==> config.mk <==
export PLATFORM = sky130hd
export DESIGN_NAME = bounded_vector_table_core
export DESIGN_NICKNAME = d
export VERILOG_FILES = /design/src/hw/rtl/bvt_pkg.sv /design/src/hw/rtl/bvt_cell.sv /design/src/hw/rtl/bvt_or_tree.sv /design/src/hw/rtl/bounded_vector_table_core.sv
export SDC_FILE = /design/constraint.sdc
export NUM_CORES = 2
export LEC_CHECK = 0
export BUFFER_PORTS_ARGS = -buffer_cell sky130_fd_sc_hd__buf_2
export CAP_MARGIN = 20
export CORE_ASPECT_RATIO = 0.5
export CORE_UTILIZATION = 57
export CTS_CLUSTER_DIAMETER = 100
export CTS_CLUSTER_SIZE = 40
export DETAILED_ROUTE_END_ITERATION = 16
export HOLD_SLACK_MARGIN = 0.03
export PLACE_DENSITY_LB_ADDON = 0.12
export SLEW_MARGIN = 20
export SYNTH_ARGS = -nofsm -noshare
export SYNTH_HDL_FRONTEND = slang
export SYNTH_HIERARCHICAL = 1
export SYNTH_SLANG_ARGS = --single-unit
==> constraint.sdc <==
create_clock -name clk -period 3.8 [get_ports clk]
set_input_delay 0.76 -clock clk [delete_from_list [all_inputs] [get_ports clk]]
set_output_delay 0.76 -clock clk [all_outputs]
set_load 0.05 [all_outputs]
==> src/hw/rtl/bvt_pkg.sv <==
package bvt_pkg;

  // Fixed field widths of the request and result channels.
  localparam int OPERATION_W   = 3;
  localparam int POSITION_W    = 6;
  localparam int IN_WORD_W     = 32;
  localparam int STATUS_W      = 2;
  localparam int ENTRY_COUNT_W = 7;

  // Operation codes. Code 7 is unused and does nothing.
  localparam logic [OPERATION_W-1:0] OP_APPEND       = 3'd0;
  localparam logic [OPERATION_W-1:0] OP_READ_FIRST   = 3'd1;
  localparam logic [OPERATION_W-1:0] OP_READ_LAST    = 3'd2;
  localparam logic [OPERATION_W-1:0] OP_READ_AT      = 3'd3;
  localparam logic [OPERATION_W-1:0] OP_REMOVE_FIRST = 3'd4;
  localparam logic [OPERATION_W-1:0] OP_REMOVE_LAST  = 3'd5;
  localparam logic [OPERATION_W-1:0] OP_REMOVE_AT    = 3'd6;

  // Status codes.
  localparam logic [STATUS_W-1:0] ST_OK    = 2'd0;
  localparam logic [STATUS_W-1:0] ST_EMPTY = 2'd1;
  localparam logic [STATUS_W-1:0] ST_RANGE = 2'd2;
  localparam logic [STATUS_W-1:0] ST_FULL  = 2'd3;

  // Per-cell control: load the appended word, take the neighbor's word,
  // or drive the held word onto the read tree.
  typedef struct packed {
    logic load;
    logic shift;
    logic sel;
  } cell_ctl_t;

endpackage

==> src/hw/rtl/bvt_cell.sv <==
module bvt_cell #(
  parameter int WORD_WIDTH = 32
) (
  input  logic                   clk,
  input  bvt_pkg::cell_ctl_t     ctl,
  input  logic [WORD_WIDTH-1:0]  new_word,
  input  logic [WORD_WIDTH-1:0]  next_word,
  output logic [WORD_WIDTH-1:0]  word,
  output logic [WORD_WIDTH-1:0]  tap
);

  // Payload register, no reset: contents are only meaningful below the count.
  always_ff @(posedge clk) begin
    if (ctl.load) begin
      word <= new_word;
    end else if (ctl.shift) begin
      word <= next_word;
    end
  end

  assign tap = ctl.sel ? word : '0;

endmodule

==> src/hw/rtl/bvt_or_tree.sv <==
module bvt_or_tree #(
  parameter int LEAVES     = 64,
  parameter int WORD_WIDTH = 32
) (
  input  logic                  clk,
  input  logic [WORD_WIDTH-1:0] leaf [LEAVES],
  output logic [WORD_WIDTH-1:0] root
);

  localparam int NODES = LEAVES - 1;

  // Heap-ordered OR tree with a register at every node; at most one leaf is
  // nonzero, so the root carries the selected word.
  logic [WORD_WIDTH-1:0] node [NODES];

  for (genvar k = 0; k < NODES; k++) begin : g_node
    if (k >= LEAVES / 2 - 1) begin : g_leafs
      always_ff @(posedge clk) begin
        node[k] <= leaf[2*k+1-NODES] | leaf[2*k+2-NODES];
      end
    end else begin : g_inner
      always_ff @(posedge clk) begin
        node[k] <= node[2*k+1] | node[2*k+2];
      end
    end
  end

  assign root = node[0];

endmodule

==> src/hw/rtl/bounded_vector_table_core.sv <==
// Channel   Direction  Handshake            Payload
// request   in         in_valid / in_stall  operation, position, new_word
// result    out        out_valid / out_stall status, read_word, entry_count,
//                                           is_empty, is_full
//
// Requests other than successful reads register their result in the cycle after
// acceptance. A successful read waits while the selected cell's word passes
// through the registered OR tree that collects it.
// One request is in flight at a time; in_stall is high while a read walks the
// tree or while a result waits under out_stall.
// rst is synchronous and active high; it clears the count and the handshake
// state. Cell contents are not reset.
module bounded_vector_table_core #(
  parameter int CAPACITY   = 64,
  parameter int WORD_WIDTH = 32
) (
  input  logic                                clk,
  input  logic                                rst,
  input  logic                                in_valid,
  output logic                                in_stall,
  input  logic [bvt_pkg::OPERATION_W-1:0]     operation,
  input  logic [bvt_pkg::POSITION_W-1:0]      position,
  input  logic [bvt_pkg::IN_WORD_W-1:0]       new_word,
  output logic                                out_valid,
  input  logic                                out_stall,
  output logic [bvt_pkg::STATUS_W-1:0]        status,
  output logic [bvt_pkg::IN_WORD_W-1:0]       read_word,
  output logic [bvt_pkg::ENTRY_COUNT_W-1:0]   entry_count,
  output logic                                is_empty,
  output logic                                is_full
);

  localparam int IDX_W  = $clog2(CAPACITY);
  localparam int CNT_W  = $clog2(CAPACITY + 1);
  localparam int LEVELS = IDX_W;
  localparam int LEAVES = 1 << LEVELS;
  localparam int WAIT_W = $clog2(LEVELS + 1);
  localparam int CMP_W  = (CNT_W > bvt_pkg::POSITION_W) ? CNT_W : bvt_pkg::POSITION_W;
  localparam int EXT_W  = (WORD_WIDTH > bvt_pkg::IN_WORD_W) ? WORD_WIDTH : bvt_pkg::IN_WORD_W;
  localparam int CE_W   = (CNT_W > bvt_pkg::ENTRY_COUNT_W) ? CNT_W : bvt_pkg::ENTRY_COUNT_W;

  typedef enum logic {
    S_IDLE,
    S_READ
  } state_t;

  state_t              state;
  logic [CNT_W-1:0]    count;
  logic [IDX_W-1:0]    target;
  logic [WAIT_W-1:0]   wait_cnt;

  // Decoded request, valid in the cycle it is accepted.
  logic                          accept;
  logic [CMP_W-1:0]              pos_cmp;
  logic [CMP_W-1:0]              cnt_cmp;
  logic [bvt_pkg::STATUS_W-1:0]  req_status;
  logic                          do_append;
  logic                          do_remove;
  logic                          do_shift;
  logic [IDX_W-1:0]              shift_pos;
  logic                          do_read;
  logic [IDX_W-1:0]              read_idx;
  logic [CNT_W-1:0]              count_next;

  logic [EXT_W-1:0]              word_ext;
  logic [WORD_WIDTH-1:0]         word_in;
  logic [WORD_WIDTH-1:0]         tree_root;
  logic [EXT_W-1:0]              root_ext;
  logic [CE_W-1:0]               count_ext;

  bvt_pkg::cell_ctl_t            cell_ctl  [CAPACITY];
  logic [WORD_WIDTH-1:0]         cell_word [CAPACITY];
  logic [WORD_WIDTH-1:0]         cell_tap  [CAPACITY];
  logic [WORD_WIDTH-1:0]         leaf      [LEAVES];

  // A new request waits until the previous result has left the output
  // register and no read is still walking the tree.
  assign in_stall = (state != S_IDLE) || (out_valid && out_stall);
  assign accept   = in_valid && !in_stall;

  assign pos_cmp  = CMP_W'(position);
  assign cnt_cmp  = CMP_W'(count);
  assign word_ext = EXT_W'(new_word);
  assign word_in  = word_ext[WORD_WIDTH-1:0];

  // Request decode: status and the effect on the chain.
  always_comb begin
    req_status = bvt_pkg::ST_OK;
    do_append  = 1'b0;
    do_remove  = 1'b0;
    do_shift   = 1'b0;
    shift_pos  = '0;
    do_read    = 1'b0;
    read_idx   = '0;
    unique case (operation) inside
      bvt_pkg::OP_APPEND: begin
        if (count == CNT_W'(CAPACITY)) begin
          req_status = bvt_pkg::ST_FULL;
        end else begin
          do_append = 1'b1;
        end
      end
      bvt_pkg::OP_READ_FIRST, bvt_pkg::OP_READ_LAST,
      bvt_pkg::OP_REMOVE_FIRST, bvt_pkg::OP_REMOVE_LAST: begin
        if (count == '0) begin
          req_status = bvt_pkg::ST_EMPTY;
        end else if (operation == bvt_pkg::OP_READ_FIRST) begin
          do_read = 1'b1;
        end else if (operation == bvt_pkg::OP_READ_LAST) begin
          do_read  = 1'b1;
          read_idx = IDX_W'(count - CNT_W'(1));
        end else if (operation == bvt_pkg::OP_REMOVE_FIRST) begin
          do_remove = 1'b1;
          do_shift  = 1'b1;
        end else begin
          do_remove = 1'b1;
        end
      end
      bvt_pkg::OP_READ_AT, bvt_pkg::OP_REMOVE_AT: begin
        if (count == '0) begin
          req_status = bvt_pkg::ST_EMPTY;
        end else if (pos_cmp >= cnt_cmp) begin
          req_status = bvt_pkg::ST_RANGE;
        end else if (operation == bvt_pkg::OP_READ_AT) begin
          do_read  = 1'b1;
          read_idx = pos_cmp[IDX_W-1:0];
        end else begin
          do_remove = 1'b1;
          do_shift  = 1'b1;
          shift_pos = pos_cmp[IDX_W-1:0];
        end
      end
      default: begin
      end
    endcase
  end

  always_comb begin
    count_next = count;
    if (do_append) begin
      count_next = count + CNT_W'(1);
    end else if (do_remove) begin
      count_next = count - CNT_W'(1);
    end
  end

  // The chain of cells. Each cell decides from its own index whether it
  // takes the appended word, takes its upper neighbor's word on a removal from
  // the front or at or below its index, or drives its word to the read tree.
  for (genvar i = 0; i < CAPACITY; i++) begin : g_cell
    always_comb begin
      cell_ctl[i].load  = accept && do_append && (count == CNT_W'(i));
      cell_ctl[i].shift = accept && do_shift && (shift_pos <= IDX_W'(i));
      cell_ctl[i].sel   = (state == S_READ) && (target == IDX_W'(i));
    end

    if (i < CAPACITY - 1) begin : g_mid
      bvt_cell #(
        .WORD_WIDTH (WORD_WIDTH)
      ) u_cell (
        .clk       (clk),
        .ctl       (cell_ctl[i]),
        .new_word  (word_in),
        .next_word (cell_word[i+1]),
        .word      (cell_word[i]),
        .tap       (cell_tap[i])
      );
    end else begin : g_end
      bvt_cell #(
        .WORD_WIDTH (WORD_WIDTH)
      ) u_cell (
        .clk       (clk),
        .ctl       (cell_ctl[i]),
        .new_word  (word_in),
        .next_word ({WORD_WIDTH{1'b0}}),
        .word      (cell_word[i]),
        .tap       (cell_tap[i])
      );
    end
  end

  // Leaves past the capacity are tied off so the tree stays a full binary tree.
  for (genvar j = 0; j < LEAVES; j++) begin : g_leaf
    if (j < CAPACITY) begin : g_used
      assign leaf[j] = cell_tap[j];
    end else begin : g_pad
      assign leaf[j] = '0;
    end
  end

  bvt_or_tree #(
    .LEAVES     (LEAVES),
    .WORD_WIDTH (WORD_WIDTH)
  ) u_tree (
    .clk  (clk),
    .leaf (leaf),
    .root (tree_root)
  );

  assign root_ext  = EXT_W'(tree_root);
  assign count_ext = CE_W'(count_next);

  // Control state and the result register. A read holds the chain still and
  // counts down the tree latency before it captures the root. The result
  // register is empty for the whole read, since the read was accepted only
  // once the previous result had left.
  always_ff @(posedge clk) begin
    if (rst) begin
      state     <= S_IDLE;
      count     <= '0;
      out_valid <= 1'b0;
      wait_cnt  <= '0;
    end else begin
      unique case (state)
        S_IDLE: begin
          if (accept) begin
            count       <= count_next;
            status      <= req_status;
            read_word   <= '0;
            entry_count <= count_ext[bvt_pkg::ENTRY_COUNT_W-1:0];
            is_empty    <= (count_next == '0);
            is_full     <= (count_next == CNT_W'(CAPACITY));
            out_valid   <= !do_read;
            if (do_read) begin
              state    <= S_READ;
              target   <= read_idx;
              wait_cnt <= WAIT_W'(LEVELS);
            end
          end else if (out_valid && !out_stall) begin
            out_valid <= 1'b0;
          end
        end
        S_READ: begin
          if (wait_cnt == '0) begin
            read_word <= root_ext[bvt_pkg::IN_WORD_W-1:0];
            out_valid <= 1'b1;
            state     <= S_IDLE;
          end else begin
            wait_cnt <= wait_cnt - WAIT_W'(1);
          end
        end
        default: begin
          state <= S_IDLE;
        end
      endcase
    end
  end

endmodule
* Yosys cells after proc, flatten, opt, wreduce, memory -nomap -nowiden
Memories as Yosys holds them, arrays and structs flattened.
Index checks and enable logic that the tools add are counted.
** Storage, ports and cells
- Register bits after elaboration :: 2109
- RAM bits :: 2016
- Input port bits :: 45
- Output and inout bits :: 45
- Word-level logic and storage cells :: 871
- Memories kept :: 1
** Operators by class
- $add $sub $neg :: 3
- $lt $le $gt $ge :: 65
- Equal/unequal tests :: 139
- Multiplexer cells :: 246
- Bitwise gates (word level) :: 65
- Reduce and logical (&&, ||, !) cells :: 278
** Memory list
- u_tree.node :: depth 63, width 32, read ports 63, clocked after Yosys merged registers in 0, wr ports 63, line bvt_or_tree.sv:14 : logic [WORD_WIDTH-1:0] node [NODES];
** Operators with widths (number)
- 32-bit 2-to-1 mux :: 194
- 32-bit bitwise OR :: 63
- 7-bit by 6-bit == test with 1-bit output, second input constant :: 32
- 1-bit logical AND :: 197
- 6-bit == test, second input constant :: 32
- 6-bit less-or-equal comparator, second input constant :: 32
- 2-bit nonzero test :: 64
- 7-bit by 5-bit == test with 1-bit output, second input constant :: 16
- 6-bit by 5-bit == test with 1-bit output, second input constant :: 16
- 6-bit by 5-bit less-or-equal comparator with 1-bit output, second input constant :: 16
- 32-bit one-hot mux with 2 select lines :: 1
- 6-bit 2-to-1 mux :: 10
- 7-bit by 4-bit == test with 1-bit output, second input constant :: 8
- 6-bit by 4-bit == test with 1-bit output, second input constant :: 8
- 6-bit by 4-bit less-or-equal comparator with 1-bit output, second input constant :: 8
- 7-bit by 3-bit == test with 1-bit output, second input constant :: 4
- 1-bit 2-to-1 mux :: 25
- 6-bit by 3-bit == test with 1-bit output, second input constant :: 4
- 6-bit by 3-bit less-or-equal comparator with 1-bit output, second input constant :: 4
- 7-bit by 2-bit == test with 1-bit output, second input constant :: 2
- 7-bit == test, second input constant :: 2
- 7-bit zero test :: 2
- 7-bit 2-to-1 mux :: 2
- 6-bit by 2-bit == test with 1-bit output, second input constant :: 2
- 30 further kinds :: 52

* Logic depth before layout (Yosys ltp)
- Depth in word-level cells :: 10
- Depth in mapped cells :: 13
- Gate-level depth less buffers :: 12

* Modules after synthesis
The synthesis kept the hierarchy.
** Modules (own cells, without submodules)
- bvt_cell :: times used 64, cells an instance 104, area each 1719.1 sq um, seq. area each 960.9 sq um
- bvt_or_tree :: times used 1, cells an instance 4064, area each 53211.0 sq um, seq. area each 40358.7 sq um
- bounded_vector_table_core :: times used 1, cells an instance 644, area each 4713.3 sq um, seq. area each 1711.6 sq um

* Least setup slack after synthesis
No wires, ideal clock.
- Path kind :: input to register
- Start :: input position[0] (netlist name)
- End :: register g_cell[57].g_mid.u_cell.word[0] (enable)
- Setup time :: 0.390 ns
- Arrival time :: 3.652 ns
- Data required time :: 3.410 ns
- Path slack :: -0.243 ns
- Cell stages on the path :: 11
- Path buffers :: 2
- Path through :: clkbuf_1 inv_1 ha_1 nand2b_1 a211o_1 a21boi_2 nand2_1 clkbuf_1 a211o_1 a21oi_1 or2_1
** RTL lines
- from (decl) :: line bounded_vector_table_core.sv:22 : input logic [bvt_pkg::POSITION_W-1:0] position,
- to (signal assigned) :: line bvt_cell.sv:15 : word <= new_word;
- to (signal assigned) :: line bvt_cell.sv:17 : word <= next_word;
- to (decl) :: line bvt_cell.sv:8 : output logic [WORD_WIDTH-1:0] word,

==> reports/qor.csv <==
stage;metric;value;unit
timing;slew_violations;0;
global_routing;grt_pass1_wl;599000;um
routing;ant_nets;0;
setup_path;worstPathRequired;4.42;ns
global_routing;grt_usage;27.9;%
cts;tritoncts;yes;
logic_synthesis;yosys-mux-area-fraction;17.9;%
routing;post-route-drc-count;0;
run_status;status;completed;
routing;drt-total-wl;422000;um
logic_synthesis;syn_area;0.168;mm^2
timing;finalCritPeriodShare;94.1;%
logic_synthesis;synth_top_family_by_area;multiplexers;
die;die_area;0.297;mm^2
die;row_count;140;
logic_synthesis;synthAdderAreaFrac;0.0968;%
global_routing;grt_max_degree;53;
die;die_height;386;um
placement;dp_hpwl;296000;um
timing;rsz0062_at_grt;false;
timing;tightestPinTransition;1.25;ns
routing;first_pass_iters;5;
final_layout;drive_gt1_share;42.1;%
routing;drt_iter0_markers;7292;
cts;cts_sinks;4125;
setup_path;cp_top_family;simple AND/OR/NAND/NOR gates;
cts;cts_root_buf;clkbuf_16;
logic_synthesis;synthXorXnorAreaFrac;0.0514;%
logic_synthesis;synth_edf_count;2097;
routing;routedWlPerCell;27.2;um
power_and_ir_drop;p_per_area;391;mW/mm^2
logic_synthesis;synth_ff_type;edfxtp_1;
logic_synthesis;yosysSeqAreaShare;61.7;%
logic_synthesis;synth_area_leaders;edfxtp_1 (37%), dfxtp_1 (24%), mux2_4 (17%), and2_1 (7.8%), or2_2 (7.5%);
routing;vias;83200;
final_layout;fillers;22200;
placement;gp_congestion;0.964;
setup_path;max_stage_delay;0.52;ns
die;core-area;0.292;mm^2
timing;max_freq;280;MHz
timing;clock_skew;0.0552;ns
logic_synthesis;yosysTopAreaCellShare;37.5;%
final_layout;fin_util;60.6;%
logic_synthesis;yosysUniqueCellTypes;62;
power_and_ir_drop;leakagePower;73.6;nW
global_routing;antenna_found_initial;50;
placement;port-buffer-count;89;
timing;hold_viol;0;
setup_path;startpoint_type;flop;
setup_path;crit_fanout;32;
min_path;hp-class;in2reg;
timing;setup_violations;0;
cts;cts-buffers-inserted;113;
logic_synthesis;synth_warnings;6;
setup_path;cp_cell_sequence;ha_1 -> nand2b_1 -> a211o_1 -> a21bo_2 -> nor2_1 -> buf_4 -> buf_4 -> nand3_1 -> nor2_1 -> a21oi_1 -> or2_2 -> buf_12;
cts;cts.reportedPaths.clkPinSlew;0.16;ns
logic_synthesis;avgSynthCellArea;14.8;um^2
final_layout;final_nets;11600;
power_and_ir_drop;ir_drop;0.000489;V
timing;maxSlewHeadroom;16.4;%
cts;clkLatencyLatePin;0.88;ns
run;drv_cap;0;
global_routing;grt_pass1_vias;81300;
logic_synthesis;syn_inst;11400;
logic_synthesis;yosysTopAreaCell;edfxtp_1;
logic_synthesis;synthSimpleGateAreaFrac;16.4;%
die;boundaryPins;90;
setup_path;crit_buf_inv;3;
setup_path;worstSetupEndpointType;flop;
setup_path;cpMaxStageDelayCell;dfxtp_1;
cts;clock_path_buffers;3;
placement;dp.cells;15300;
die;start_util;57.5;%
setup_path;critPathKind;reg2reg;
final_layout;area_growth;5.35;%
timing;period_minus_slack;3.58;ns
logic_synthesis;ys_seq_elements;4125;
final_layout;stdcell_count;15500;
cts;post_cts_buffers;0;
routing;viasPerCell;5.36;
global_routing;overflow;0;
setup_path;arrival;4.19;ns
cts;htreeDepth;3;
logic_synthesis;ys_async_sr_fraction;0;%
die;die_x;770;um
logic_synthesis;synth_compound_area_share;0.467;%
cells in the final DEF (no fill, tap or decap), types with 87 or more instances in the layout:
master and n:
or2_2 2064, mux2_2 192, clkbuf_1 89, dfxtp_1 2028, buf_4 321, and2_1 2084, nor2_1 87, buf_12 147
mux2_4 1856, edfxtp_1 2097, clkbuf_16 114
synthesized netlist by cell type (2+ instances only):
library cell / number
and2_1: 2084
xnor2_1: 6
buf_4: 34
o211ai_1: 6
mux2_2: 192
mux2_4: 1856
edfxtp_1: 2097
or2_1: 64
o31ai_1: 6
nand4_1: 3
dfxtp_1: 2028
a41oi_1: 3
nand4b_1: 3
o22ai_1: 4
nand2_1: 56
a211oi_1: 5
nor2b_1: 6
or3_1: 4
nor3_2: 2
o21ai_1: 5
inv_1: 23
a211o_1: 3
nor3_1: 12
ha_1: 13
nand2b_1: 6
clkbuf_1: 228
o21ai_0: 25
buf_12: 192
nand3b_1: 5
or2_2: 2018
a21oi_1: 53
xor2_1: 2
and3_1: 3
a31oi_1: 2
nand3_1: 21
nor4_1: 7
buf_2: 2
buf_6: 67
nor2_1: 195
worst register-to-register path: cells and delay by family (launching register included):
| kind | cells | cell delay (ns) |
|---|---|---|
| and+or+nand+nor | 5 | 1.27 |
| AOI/OAI and AO/OA | 3 | 0.77 |
| DFF | 1 | 0.52 |
| buffers and inverters | 3 | 0.45 |
| adders and majority gates | 1 | 0.29 |
through the flow:
step                      power (mW)  hold slack [ns]  setup TNS, ns  setup WS, ns  instance area, um^2
after global routing            71.1            0.233              0        0.0874               177000
after floorplan                 49.7            0.389              0       0.00580               168000
final                           69.3            0.261              0         0.222               177000
after CTS                       69.5            0.210              0         0.190               177000
after detailed placement        51.4            0.392         -52.13        -0.270               174000
after global placement          51.4            0.391        -223.01        -0.429               173000
state kept, by name, indices dropped and copies added (netlist names):
| name | cells |
|---|---|
| is_empty | 1 |
| g_cell.g_end.u_cell/word | 32 |
| out_valid | 1 |
| g_cell.g_mid.u_cell/word | 2016 |
| target | 6 |
| entry_count | 7 |
| status | 2 |
| wait_cnt | 3 |
| read_word | 32 |
| state | 1 |
| u_tree/node | 2016 |
| is_full | 1 |
| cnt_cmp | 7 |
layout make-up:
type | instances | area, um^2 | share of cell area, %
Sequential cell | 4125 | 104000 | 58.5
Multi-Input combinational cell | 6723 | 59300 | 33.5
Timing Repair Buffer | 525 | 5640 | 3.19
Tap cell | 3905 | 4890 | 2.76
Antenna cell | 20 | 50.0 | 0.0283
Clock inverter | 10 | 168 | 0.0948
Clock buffer | 203 | 3190 | 1.80
Inverter | 23 | 86.3 | 0.0488
power breakdown:
group	internal (mW)	switching, mW
Sequential	47.2	0.336
Combinational	1.02	1.90
Clock	5.89	12.9
Total	54.1	15.2
cell families (layout without fill, tap and decap cells):
logic type,Yosys count,in the layout
DFF,4125,4125
AOI/OAI and AO/OA,125,125
other,1,52
xor gates and xnor gates,9,9
and+or+nand+nor,4496,4496
buffers and inverters,547,761
adders and majority gates,13,13
muxes,2048,2048
routing by layer:
layer	GRT usage (%)	part of all wire (%)	vias to the layer above
li1	-	-	38500
met1	41.7	47	42100
met2	41.8	43	2220
met3	5.46	6.8	424
met4	6.96	2.8	14
met5	0	0.022	-
path summary, 6_finish.rpt:
check                            from                                to  slack [ns]  depth (start not counted)
setup / recovery           cnt_cmp[0]  g_cell[60].g_mid.u_cell/word[12]        0.22                         12
hold / removal               in_valid                         out_valid        0.26                          3
setup reg to reg           cnt_cmp[0]  g_cell[60].g_mid.u_cell/word[12]        0.22                         12
hold reg to reg   u_tree/node[0][915]               u_tree/node[0][435]        0.41                          1
what timing repair did:
action                                  CTS  global route
gates resized for setup                   0             1
endpoints found under the setup margin    0             1
hold buffers                              0             0
(Power assumes the default switching activity.)
